### config.mk
export PLATFORM = sky130hd
export DESIGN_NAME = ascii_hex_reply_line_parser_core
export DESIGN_NICKNAME = d
export VERILOG_FILES = /design/src/hw/rtl/ahrlp_pkg.sv /design/src/hw/rtl/ahrlp_front.sv /design/src/hw/rtl/ahrlp_queue.sv /design/src/hw/rtl/ahrlp_back.sv /design/src/hw/rtl/ascii_hex_reply_line_parser_core.sv
export SDC_FILE = /design/constraint.sdc
export NUM_CORES = 1
export LEC_CHECK = 0
export BUFFER_PORTS_ARGS = -buffer_cell sky130_fd_sc_hd__clkbuf_2
export CORE_ASPECT_RATIO = 0.75
export CORE_MARGIN = 10
export CORE_UTILIZATION = 27
export CTS_CLUSTER_DIAMETER = 200
export DETAILED_ROUTE_END_ITERATION = 8
export GPL_ROUTABILITY_DRIVEN = 1
export SYNTH_ARGS = -nofsm -noshare
export SYNTH_HDL_FRONTEND = slang
export SYNTH_SLANG_ARGS = --single-unit
### constraint.sdc
create_clock -name clk -period 7.8 [get_ports clk]
set_input_delay 1.17 -clock clk [delete_from_list [all_inputs] [get_ports clk]]
set_output_delay 1.17 -clock clk [all_outputs]
set_load 0.02 [all_outputs]
### src/hw/rtl/ahrlp_pkg.sv
// Shared types, constants and helper functions for the ASCII hex reply line parser.
// No dependencies; every module of the block imports this package.
`timescale 1ns / 1ps

package ahrlp_pkg;

  localparam int COUNT_W = 7;
  localparam logic [COUNT_W-1:0] LINE_MAX  = 7'd64;
  localparam logic [COUNT_W-1:0] MIN_LINE  = 7'd23;
  localparam logic [COUNT_W-1:0] FIRST_AT  = 7'd7;
  localparam logic [COUNT_W-1:0] SECOND_AT = 7'd15;
  localparam logic [COUNT_W-1:0] FIELD_END = 7'd23;

  localparam logic [7:0] CHAR_CR = 8'd13;
  localparam logic [7:0] CHAR_LF = 8'd10;

  localparam logic [2:0] ST_OK        = 3'd0;
  localparam logic [2:0] ST_TOO_SHORT = 3'd1;
  localparam logic [2:0] ST_CHECKSUM  = 3'd2;
  localparam logic [2:0] ST_NON_HEX   = 3'd3;
  localparam logic [2:0] ST_TOO_LONG  = 3'd4;

  localparam logic signed [15:0] NO_READING_RESET = 16'sd28;

  localparam int QUEUE_DEPTH = 2;
  localparam int QPTR_W      = 1;
  localparam int QCNT_W      = 2;

  typedef struct packed {
    logic [2:0]  status;
    logic [31:0] first_word;
    logic [31:0] second_word;
  } line_rec_t;

  // Returns {valid, nibble}.
  function automatic logic [4:0] hex_value(input logic [7:0] c);
    logic [4:0] r;
    r = 5'd0;
    if (c >= 8'h30 && c <= 8'h39) begin
      r = {1'b1, c[3:0]};
    end else if ((c >= 8'h41 && c <= 8'h46) || (c >= 8'h61 && c <= 8'h66)) begin
      r = {1'b1, c[3:0] + 4'd9};
    end
    return r;
  endfunction

  function automatic logic [7:0] hex_char(input logic [3:0] nib);
    logic [7:0] r;
    if (nib < 4'd10) begin
      r = 8'h30 + {4'd0, nib};
    end else begin
      r = 8'h37 + {4'd0, nib};
    end
    return r;
  endfunction

  function automatic logic [31:0] swap_bytes(input logic [31:0] w);
    return {w[7:0], w[15:8], w[23:16], w[31:24]};
  endfunction

endpackage

### src/hw/rtl/ahrlp_front.sv
// Front end: accepts reply bytes, tracks the line, checksum and hex digit fields.
// On a terminator after a non-empty line it classifies the line and pushes one record. Uses ahrlp_pkg.
`timescale 1ns / 1ps

module ahrlp_front (
  input  logic                 clk,
  input  logic                 rst_n,
  input  logic                 in_valid,
  input  logic [7:0]           in_rx_byte,
  input  logic                 accept,
  output logic                 push,
  output ahrlp_pkg::line_rec_t push_rec
);
  import ahrlp_pkg::*;

  logic [COUNT_W-1:0] byte_count_r, byte_count_nxt;
  logic [7:0]         delayed_sum_r, delayed_sum_nxt;
  logic [7:0]         older_byte_r, older_byte_nxt;
  logic [7:0]         newer_byte_r, newer_byte_nxt;
  logic [31:0]        first_word_r, first_word_nxt;
  logic [31:0]        second_word_r, second_word_nxt;
  logic               bad_digit_r, bad_digit_nxt;

  logic               is_term;
  logic [4:0]         hex;
  logic               sum_ok;
  logic [2:0]         status;

  assign is_term = (in_rx_byte == CHAR_CR) || (in_rx_byte == CHAR_LF);
  assign hex     = hex_value(in_rx_byte);
  assign sum_ok  = (older_byte_r == hex_char(delayed_sum_r[7:4])) &&
                   (newer_byte_r == hex_char(delayed_sum_r[3:0]));

  always_comb begin
    priority if (byte_count_r >= LINE_MAX) begin
      status = ST_TOO_LONG;
    end else if (byte_count_r < MIN_LINE) begin
      status = ST_TOO_SHORT;
    end else if (!sum_ok) begin
      status = ST_CHECKSUM;
    end else if (bad_digit_r) begin
      status = ST_NON_HEX;
    end else begin
      status = ST_OK;
    end
  end

  assign push                 = accept && in_valid && is_term && (byte_count_r != '0);
  assign push_rec.status      = status;
  assign push_rec.first_word  = first_word_r;
  assign push_rec.second_word = second_word_r;

  always_comb begin
    byte_count_nxt  = byte_count_r;
    delayed_sum_nxt = delayed_sum_r;
    older_byte_nxt  = older_byte_r;
    newer_byte_nxt  = newer_byte_r;
    first_word_nxt  = first_word_r;
    second_word_nxt = second_word_r;
    bad_digit_nxt   = bad_digit_r;
    if (accept && in_valid) begin
      if (is_term) begin
        byte_count_nxt  = '0;
        delayed_sum_nxt = '0;
        older_byte_nxt  = '0;
        newer_byte_nxt  = '0;
        first_word_nxt  = '0;
        second_word_nxt = '0;
        bad_digit_nxt   = 1'b0;
      end else if (byte_count_r < LINE_MAX) begin
        // The checksum covers every byte but the newest two.
        if (byte_count_r >= 7'd2) begin
          delayed_sum_nxt = delayed_sum_r + older_byte_r;
        end
        older_byte_nxt = newer_byte_r;
        newer_byte_nxt = in_rx_byte;
        if (byte_count_r >= FIRST_AT && byte_count_r < FIELD_END) begin
          if (!hex[4]) begin
            bad_digit_nxt = 1'b1;
          end
          if (byte_count_r < SECOND_AT) begin
            first_word_nxt = {first_word_r[27:0], hex[3:0]};
          end else begin
            second_word_nxt = {second_word_r[27:0], hex[3:0]};
          end
        end
        byte_count_nxt = byte_count_r + 7'd1;
      end
    end
  end

  always_ff @(posedge clk) begin
    if (!rst_n) begin
      byte_count_r  <= '0;
      delayed_sum_r <= '0;
      older_byte_r  <= '0;
      newer_byte_r  <= '0;
      first_word_r  <= '0;
      second_word_r <= '0;
      bad_digit_r   <= 1'b0;
    end else begin
      byte_count_r  <= byte_count_nxt;
      delayed_sum_r <= delayed_sum_nxt;
      older_byte_r  <= older_byte_nxt;
      newer_byte_r  <= newer_byte_nxt;
      first_word_r  <= first_word_nxt;
      second_word_r <= second_word_nxt;
      bad_digit_r   <= bad_digit_nxt;
    end
  end

endmodule

### src/hw/rtl/ahrlp_queue.sv
// Short register queue of classified line records between front and back end.
// Uses ahrlp_pkg for the record type and depth.
`timescale 1ns / 1ps

module ahrlp_queue (
  input  logic                 clk,
  input  logic                 rst_n,
  input  logic                 push,
  input  ahrlp_pkg::line_rec_t push_rec,
  input  logic                 pop,
  output logic                 full,
  output logic                 not_empty,
  output ahrlp_pkg::line_rec_t head_rec
);
  import ahrlp_pkg::*;

  line_rec_t         entry_r [QUEUE_DEPTH];
  logic [QPTR_W-1:0] wr_ptr_r, rd_ptr_r;
  logic [QCNT_W-1:0] count_r;
  logic              do_push, do_pop;

  assign full      = (count_r == QCNT_W'(QUEUE_DEPTH));
  assign not_empty = (count_r != '0);
  assign head_rec  = entry_r[rd_ptr_r];
  assign do_push   = push && !full;
  assign do_pop    = pop && not_empty;

  always_ff @(posedge clk) begin
    if (do_push) begin
      entry_r[wr_ptr_r] <= push_rec;
    end
  end

  always_ff @(posedge clk) begin
    if (!rst_n) begin
      wr_ptr_r <= '0;
      rd_ptr_r <= '0;
      count_r  <= '0;
    end else begin
      if (do_push) begin
        wr_ptr_r <= wr_ptr_r + QPTR_W'(1);
      end
      if (do_pop) begin
        rd_ptr_r <= rd_ptr_r + QPTR_W'(1);
      end
      if (do_push && !do_pop) begin
        count_r <= count_r + QCNT_W'(1);
      end else if (do_pop && !do_push) begin
        count_r <= count_r - QCNT_W'(1);
      end
    end
  end

endmodule

### src/hw/rtl/ahrlp_back.sv
// Back end: turns the two hex words of a record into saturated tenths values.
// Two register stages: float unpack and shift, then Q12.24 scaling and compare. Uses ahrlp_pkg.
`timescale 1ns / 1ps

module ahrlp_back (
  input  logic                 clk,
  input  logic                 rst_n,
  input  logic                 rec_valid,
  input  ahrlp_pkg::line_rec_t rec,
  output logic                 rec_pop,
  input  logic                 cfg_wr_en,
  input  logic signed [15:0]   cfg_no_reading_code,
  output logic                 out_valid,
  input  logic                 out_ready,
  output logic [2:0]           out_status,
  output logic signed [15:0]   out_first_temp,
  output logic signed [15:0]   out_second_temp,
  output logic                 out_first_missing,
  output logic                 out_second_missing
);
  import ahrlp_pkg::*;

  typedef struct packed {
    logic        nan;
    logic        sat;
    logic        neg;
    logic [35:0] mag;
  } dec_t;

  function automatic dec_t unpack_word(input logic [31:0] w);
    logic [31:0] bits;
    logic [7:0]  ex;
    logic [35:0] sig;
    dec_t        d;
    bits  = swap_bytes(w);
    ex    = bits[30:23];
    sig   = {13'd0, bits[22:0]} | 36'h000800000;
    d.neg = bits[31];
    d.nan = 1'b0;
    d.sat = 1'b0;
    d.mag = '0;
    if (ex == 8'hFF) begin
      if (bits[22:0] != 23'd0) begin
        d.nan = 1'b1;
      end else begin
        d.sat = 1'b1;
      end
    end else if (ex >= 8'd139) begin
      d.sat = 1'b1;
    end else if (ex != 8'd0) begin
      if (ex >= 8'd126) begin
        d.mag = sig << (ex - 8'd126);
      end else if (ex > 8'd102) begin
        d.mag = sig >> (8'd126 - ex);
      end
    end
    return d;
  endfunction

  // trunc((q + 0.01) * 10) with q in Q12.24, then 16-bit saturation.
  function automatic logic signed [15:0] scale_value(input dec_t d);
    logic signed [37:0] x;
    logic signed [41:0] xe;
    logic signed [41:0] p;
    logic signed [41:0] t;
    logic signed [15:0] r;
    x  = $signed({2'b00, d.mag});
    if (d.neg) begin
      x = -x;
    end
    x  = x + 38'sd167772;
    xe = {{4{x[37]}}, x};
    p  = (xe <<< 3) + (xe <<< 1);
    if (p[41]) begin
      p = p + 42'sd16777215;
    end
    t = p >>> 24;
    if (d.nan) begin
      r = 16'sd0;
    end else if (d.sat) begin
      r = d.neg ? 16'sh8000 : 16'sh7FFF;
    end else if (t > 42'sd32767) begin
      r = 16'sh7FFF;
    end else if (t < -42'sd32768) begin
      r = 16'sh8000;
    end else begin
      r = t[15:0];
    end
    return r;
  endfunction

  logic signed [15:0] code_r;
  logic               s1_valid_r;
  logic [2:0]         s1_status_r;
  dec_t               s1_first_r, s1_second_r;
  logic               out_valid_r;
  logic [2:0]         out_status_r;
  logic signed [15:0] first_r, second_r;
  logic               first_miss_r, second_miss_r;

  logic               out_advance, s1_take;
  logic signed [15:0] first_val, second_val;
  logic               ok;

  assign out_advance = !out_valid_r || out_ready;
  assign s1_take     = !s1_valid_r || out_advance;
  assign rec_pop     = s1_take && rec_valid;

  assign ok         = (s1_status_r == ST_OK);
  assign first_val  = ok ? scale_value(s1_first_r) : 16'sd0;
  assign second_val = ok ? scale_value(s1_second_r) : 16'sd0;

  always_ff @(posedge clk) begin
    if (!rst_n) begin
      code_r <= NO_READING_RESET;
    end else if (cfg_wr_en) begin
      code_r <= cfg_no_reading_code;
    end
  end

  always_ff @(posedge clk) begin
    if (!rst_n) begin
      s1_valid_r  <= 1'b0;
      out_valid_r <= 1'b0;
    end else begin
      if (s1_take) begin
        s1_valid_r <= rec_valid;
      end
      if (out_advance) begin
        out_valid_r <= s1_valid_r;
      end
    end
  end

  always_ff @(posedge clk) begin
    if (rec_pop) begin
      s1_status_r <= rec.status;
      s1_first_r  <= unpack_word(rec.first_word);
      s1_second_r <= unpack_word(rec.second_word);
    end
    if (out_advance && s1_valid_r) begin
      out_status_r  <= s1_status_r;
      first_r       <= first_val;
      second_r      <= second_val;
      first_miss_r  <= ok && (first_val == code_r);
      second_miss_r <= ok && (second_val == code_r);
    end
  end

  assign out_valid          = out_valid_r;
  assign out_status         = out_status_r;
  assign out_first_temp     = first_r;
  assign out_second_temp    = second_r;
  assign out_first_missing  = first_miss_r;
  assign out_second_missing = second_miss_r;

endmodule

### src/hw/rtl/ascii_hex_reply_line_parser_core.sv
// Top level of the ASCII hex reply line parser.
// Instantiates ahrlp_front, ahrlp_queue and ahrlp_back; uses ahrlp_pkg.
`timescale 1ns / 1ps

// Usage
//   Input channel (in_valid/in_ready, in_rx_byte): one reply byte per transaction.
//   A CR or LF byte ends the line; an empty line produces no result.
//   Output channel (out_valid/out_ready): one result per terminated non-empty
//   line with status, two temperatures in tenths and two no-reading flags.
//   Configuration: cfg_wr_en writes cfg_no_reading_code in the same cycle.
// Throughput: one byte per cycle while in_ready is high. The front end tracks
//   the line as each byte is accepted; conversion happens once per line in a two-stage back end.
// Path: after the terminator's transaction the record is written into the
//   queue entry, then passes the float unpack stage and the scaling and
//   output register before out_valid rises.
// Stalls: while out_ready is low the result is held and the back end stops;
//   the two-entry record queue then fills and in_ready drops when it is full.
// Reset: synchronous, active low on rst_n. Line state is cleared, the queue and
//   pipeline are emptied and the no-reading code returns to 28.
module ascii_hex_reply_line_parser_core (
  input  logic               clk,
  input  logic               rst_n,
  input  logic               in_valid,
  output logic               in_ready,
  input  logic [7:0]         in_rx_byte,
  output logic               out_valid,
  input  logic               out_ready,
  output logic [2:0]         out_status,
  output logic signed [15:0] out_first_temp,
  output logic signed [15:0] out_second_temp,
  output logic               out_first_missing,
  output logic               out_second_missing,
  input  logic               cfg_wr_en,
  input  logic signed [15:0] cfg_no_reading_code
);
  import ahrlp_pkg::*;

  logic      push, pop, full, not_empty;
  line_rec_t push_rec, head_rec;

  assign in_ready = !full;

  ahrlp_front u_front (
    .clk        (clk),
    .rst_n      (rst_n),
    .in_valid   (in_valid),
    .in_rx_byte (in_rx_byte),
    .accept     (in_ready),
    .push       (push),
    .push_rec   (push_rec)
  );

  ahrlp_queue u_queue (
    .clk       (clk),
    .rst_n     (rst_n),
    .push      (push),
    .push_rec  (push_rec),
    .pop       (pop),
    .full      (full),
    .not_empty (not_empty),
    .head_rec  (head_rec)
  );

  ahrlp_back u_back (
    .clk                 (clk),
    .rst_n               (rst_n),
    .rec_valid           (not_empty),
    .rec                 (head_rec),
    .rec_pop             (pop),
    .cfg_wr_en           (cfg_wr_en),
    .cfg_no_reading_code (cfg_no_reading_code),
    .out_valid           (out_valid),
    .out_ready           (out_ready),
    .out_status          (out_status),
    .out_first_temp      (out_first_temp),
    .out_second_temp     (out_second_temp),
    .out_first_missing   (out_first_missing),
    .out_second_missing  (out_second_missing)
  );

endmodule
==> results.toml <==
[clocking]
htree_num_levels = 2
clock_sinks = 371
clkTransAtPathRegs_ps = 60
clockBufferDepth = 3
postCtsHoldBufs = 0
tritoncts = "done"
cts-root-buf = "clkbuf_16"
clk_latency_ps = 600
cts_buffers = 40

[finish]
final_common_cell = "nand2_1"
layout.nets = 4217
drive_gt1_frac = 0.1710
area.growth.synth_to_final_pct = 19.75
final_cell_mix = "445 x nand2_1, 349 x nor2_1, 337 x buf_4"
antennaDiodeCount = 0
design_area_mm2 = 0.03763

[setup_path]
critPathCaptureType = "flop"
cp_slowest_cell = "or4_4"
worstPathRequired_ps = 8120
crit_fanout = 9
rr_worst_depth = 32
r2r_slack_ps = 170
cp_data_arrival_time_ps = 7950
slowest_delay_ps = 570
crit_type = "flop to flop"
critPathLaunchType = "flop"

[yosys]
syn_nets = 3985
synth.distinct_cells = 115
yosysTopAreaCell = "edfxtp_1"
syn-cell-area_mm2 = 0.03142
synth-seq-cells = 371
yosysWarnings = 0
synth_area_leaders = "edfxtp_1 24%, dfxtp_1 7.6%, nand2_1 5.4%"
postSynthAreaPerCell_um2 = 8.153
synth-main-ff-cell = "edfxtp_1"
synth.yosys.seq_area_share = 0.3166
syn_inst = 3854
synth_enable_flop_cells = 252
netlist.area_leader.share = 0.2408
async_reset_ff_frac = 0

[timing]
setup_violations = 0
tightest_slew_ps = 1054
max_freq_mhz = 131.1
maxSlewViolCount = 0
rsz0062_at_grt = "yes"
period_minus_slack_ps = 7630
skew_ps = 42.88
slew_headroom = 0.2921
fin_crit_sh = 0.9783
hold_viol = 0

[hold_path]
hold_depth = 0
min_path_type = "flop to flop"

[floorplan]
die_h_um = 315.4
io_pins = 68
dieArea_mm2 = 0.1306
initial_core_util = 0.2717
core_area_mm2 = 0.1157
fp-row-count = 108
die_w_um = 413.9

[detailed_routing]
drtAntennaViolNets = 0
routed-via-count = 30183
viasPerCell = 5.335
wirelength_um = 99140
drtIter0Drc = 3309
drc_errors = 0
wl_per_cell_um = 17.52
drt_first_pass_iters = 6

[run]
drv_cap = 0

[global_routing]
grt_pass1_vias = 27377
antenna_found_initial = 2
grt-ovfl-total = 0
grtUsageTotal = 0.1439
grt_max_degree = 87
grt_pass1_wl_um = 155600

[place]
dpl_cell_area_mm2 = 0.03545
hpwl_um = 76470
io_buffers = 67
gp_congestion = 0.9292

[run_status]
status = "finished clean"
==> worst max-delay path: cells and delay by family (launching register included) <==
| family | cells | cell delay (ps) |
|---|---|---|
| AND/OR/NAND/NOR | 11 | 2860 |
| flip-flops | 1 | 380 |
| buffers and inverters | 8 | 1210 |
| adder cells (fa/ha/maj) | 1 | 280 |
| multiplexers | 1 | 120 |
| AO/OA/AOI/OAI | 10 | 2320 |
| XOR/XNOR | 1 | 170 |
==> final timing paths <==
check | from | endpoint
setup / recovery | u_back.s1_first_r[3]$_SDFFCE_PP0P_ | u_back.out_first_missing$_DFFE_PP_
hold / removal | u_front.first_word_r[29]$_SDFFE_PN0P_ | u_queue.entry_r[0][61]$_DFFE_PP_
setup reg to reg | u_back.s1_first_r[3]$_SDFFCE_PP0P_ | u_back.out_first_missing$_DFFE_PP_
hold reg to reg | u_front.first_word_r[29]$_SDFFE_PN0P_ | u_queue.entry_r[0][61]$_DFFE_PP_
==> cells by family (layout without fill, tap and decap cells) <==
logic type	Yosys count	after routing	synth area share
multiplexers	159	159	0.05232
flip-flops	371	371	0.3166
buffers and inverters	319	583	0.03902
AO/OA/AOI/OAI	1098	1098	0.2349
AND/OR/NAND/NOR	1536	1536	0.2391
XOR/XNOR	268	268	0.07637
adder cells (fa/ha/maj)	103	103	0.04165
==> Yosys cell counts, types with 19 or more instances <==
cell        n
and3_1     42
or3_1      34
dfxtp_1   119
nor3_1    113
a21o_1     49
or4_1      30
o21ai_0   183
a22oi_1    70
a211oi_1   62
mux2_2     32
xnor2_1   158
clkbuf_1  192
a31oi_1    44
nand4_1    43
o22ai_1    58
nand2_1   448
o21a_1     20
nor2_1    352
edfxtp_1  252
mux2i_1   126
inv_1      93
or2_2      19
xor2_1    107
a21boi_0   67
nand2b_1   29
a21oi_1   250
o211ai_1   36
ha_1       99
nor4_1     52
o31ai_1    27
nand3_1   171
nor2b_1    84
and2_1     44
==> layer usage <==
layer | up-vias | share of wire | global-route usage
met2 | 1000 | 0.40 | 0.1996
met3 | 87 | 0.074 | 0.02537
met1 | 14258 | 0.51 | 0.2271
met4 | 2 | 0.017 | 0.02819
met5 | - | 0.00010 | 0
li1 | 14836 | - | -
==> registers in the layout, summed over array words and instances (netlist names), 7 cells and up, named ones only <==
| register | flops |
|---|---|
| u_front.byte_count_r | 7 |
| u_front.older_byte_r | 8 |
| u_front.delayed_sum_r | 8 |
| u_back.s1_second_r | 39 |
| u_back.code_r | 16 |
| u_back.out_second_temp | 16 |
| u_back.s1_first_r | 39 |
| u_front.second_word_r | 32 |
| u_front.newer_byte_r | 8 |
| u_queue.entry_r | 134 |
| u_back.out_first_temp | 16 |
| u_front.first_word_r | 32 |
==> timing repair <==
item	4_1_cts	5_1_grt
endpoints found under the setup margin	1	32
pin swaps	7	56
resized for setup	19	117
buffers inserted	3	18
==> stage by stage <==
step / hold WS (ps) / instances / utilization / TNS [ps] / setup WS (ps)
detailed placement: 441.0 / 5562 / 0.3065 / -130.8 / -130.8
CTS: 457.5 / 5639 / 0.3190 / 0 / 34.27
floorplan: 425.4 / 3854 / - / 0 / 2.522
global placement: 439.0 / 5562 / 0.3065 / -32.49 / -32.49
finish: 457.8 / 5658 / 0.3253 / 0 / 169.5
global route: 470.4 / 5658 / 0.3253 / -366.5 / -182.4
==> cell type report <==
| cell class | instances | area (um2) |
|---|---|---|
| well taps | 1540 | 1927 |
| inverters | 97 | 367.9 |
| flip-flops and latches | 371 | 9953 |
| clock inverters | 18 | 232.7 |
| repair buffers | 412 | 2993 |
| clock buffers | 56 | 1101 |
| fillers | 12257 | 78040 |
| multi-input cells | 3164 | 21060 |
Power is left out: the tool's default activity adds up to more than one toggle a clock period on the data nets, which glitch-free logic cannot reach.
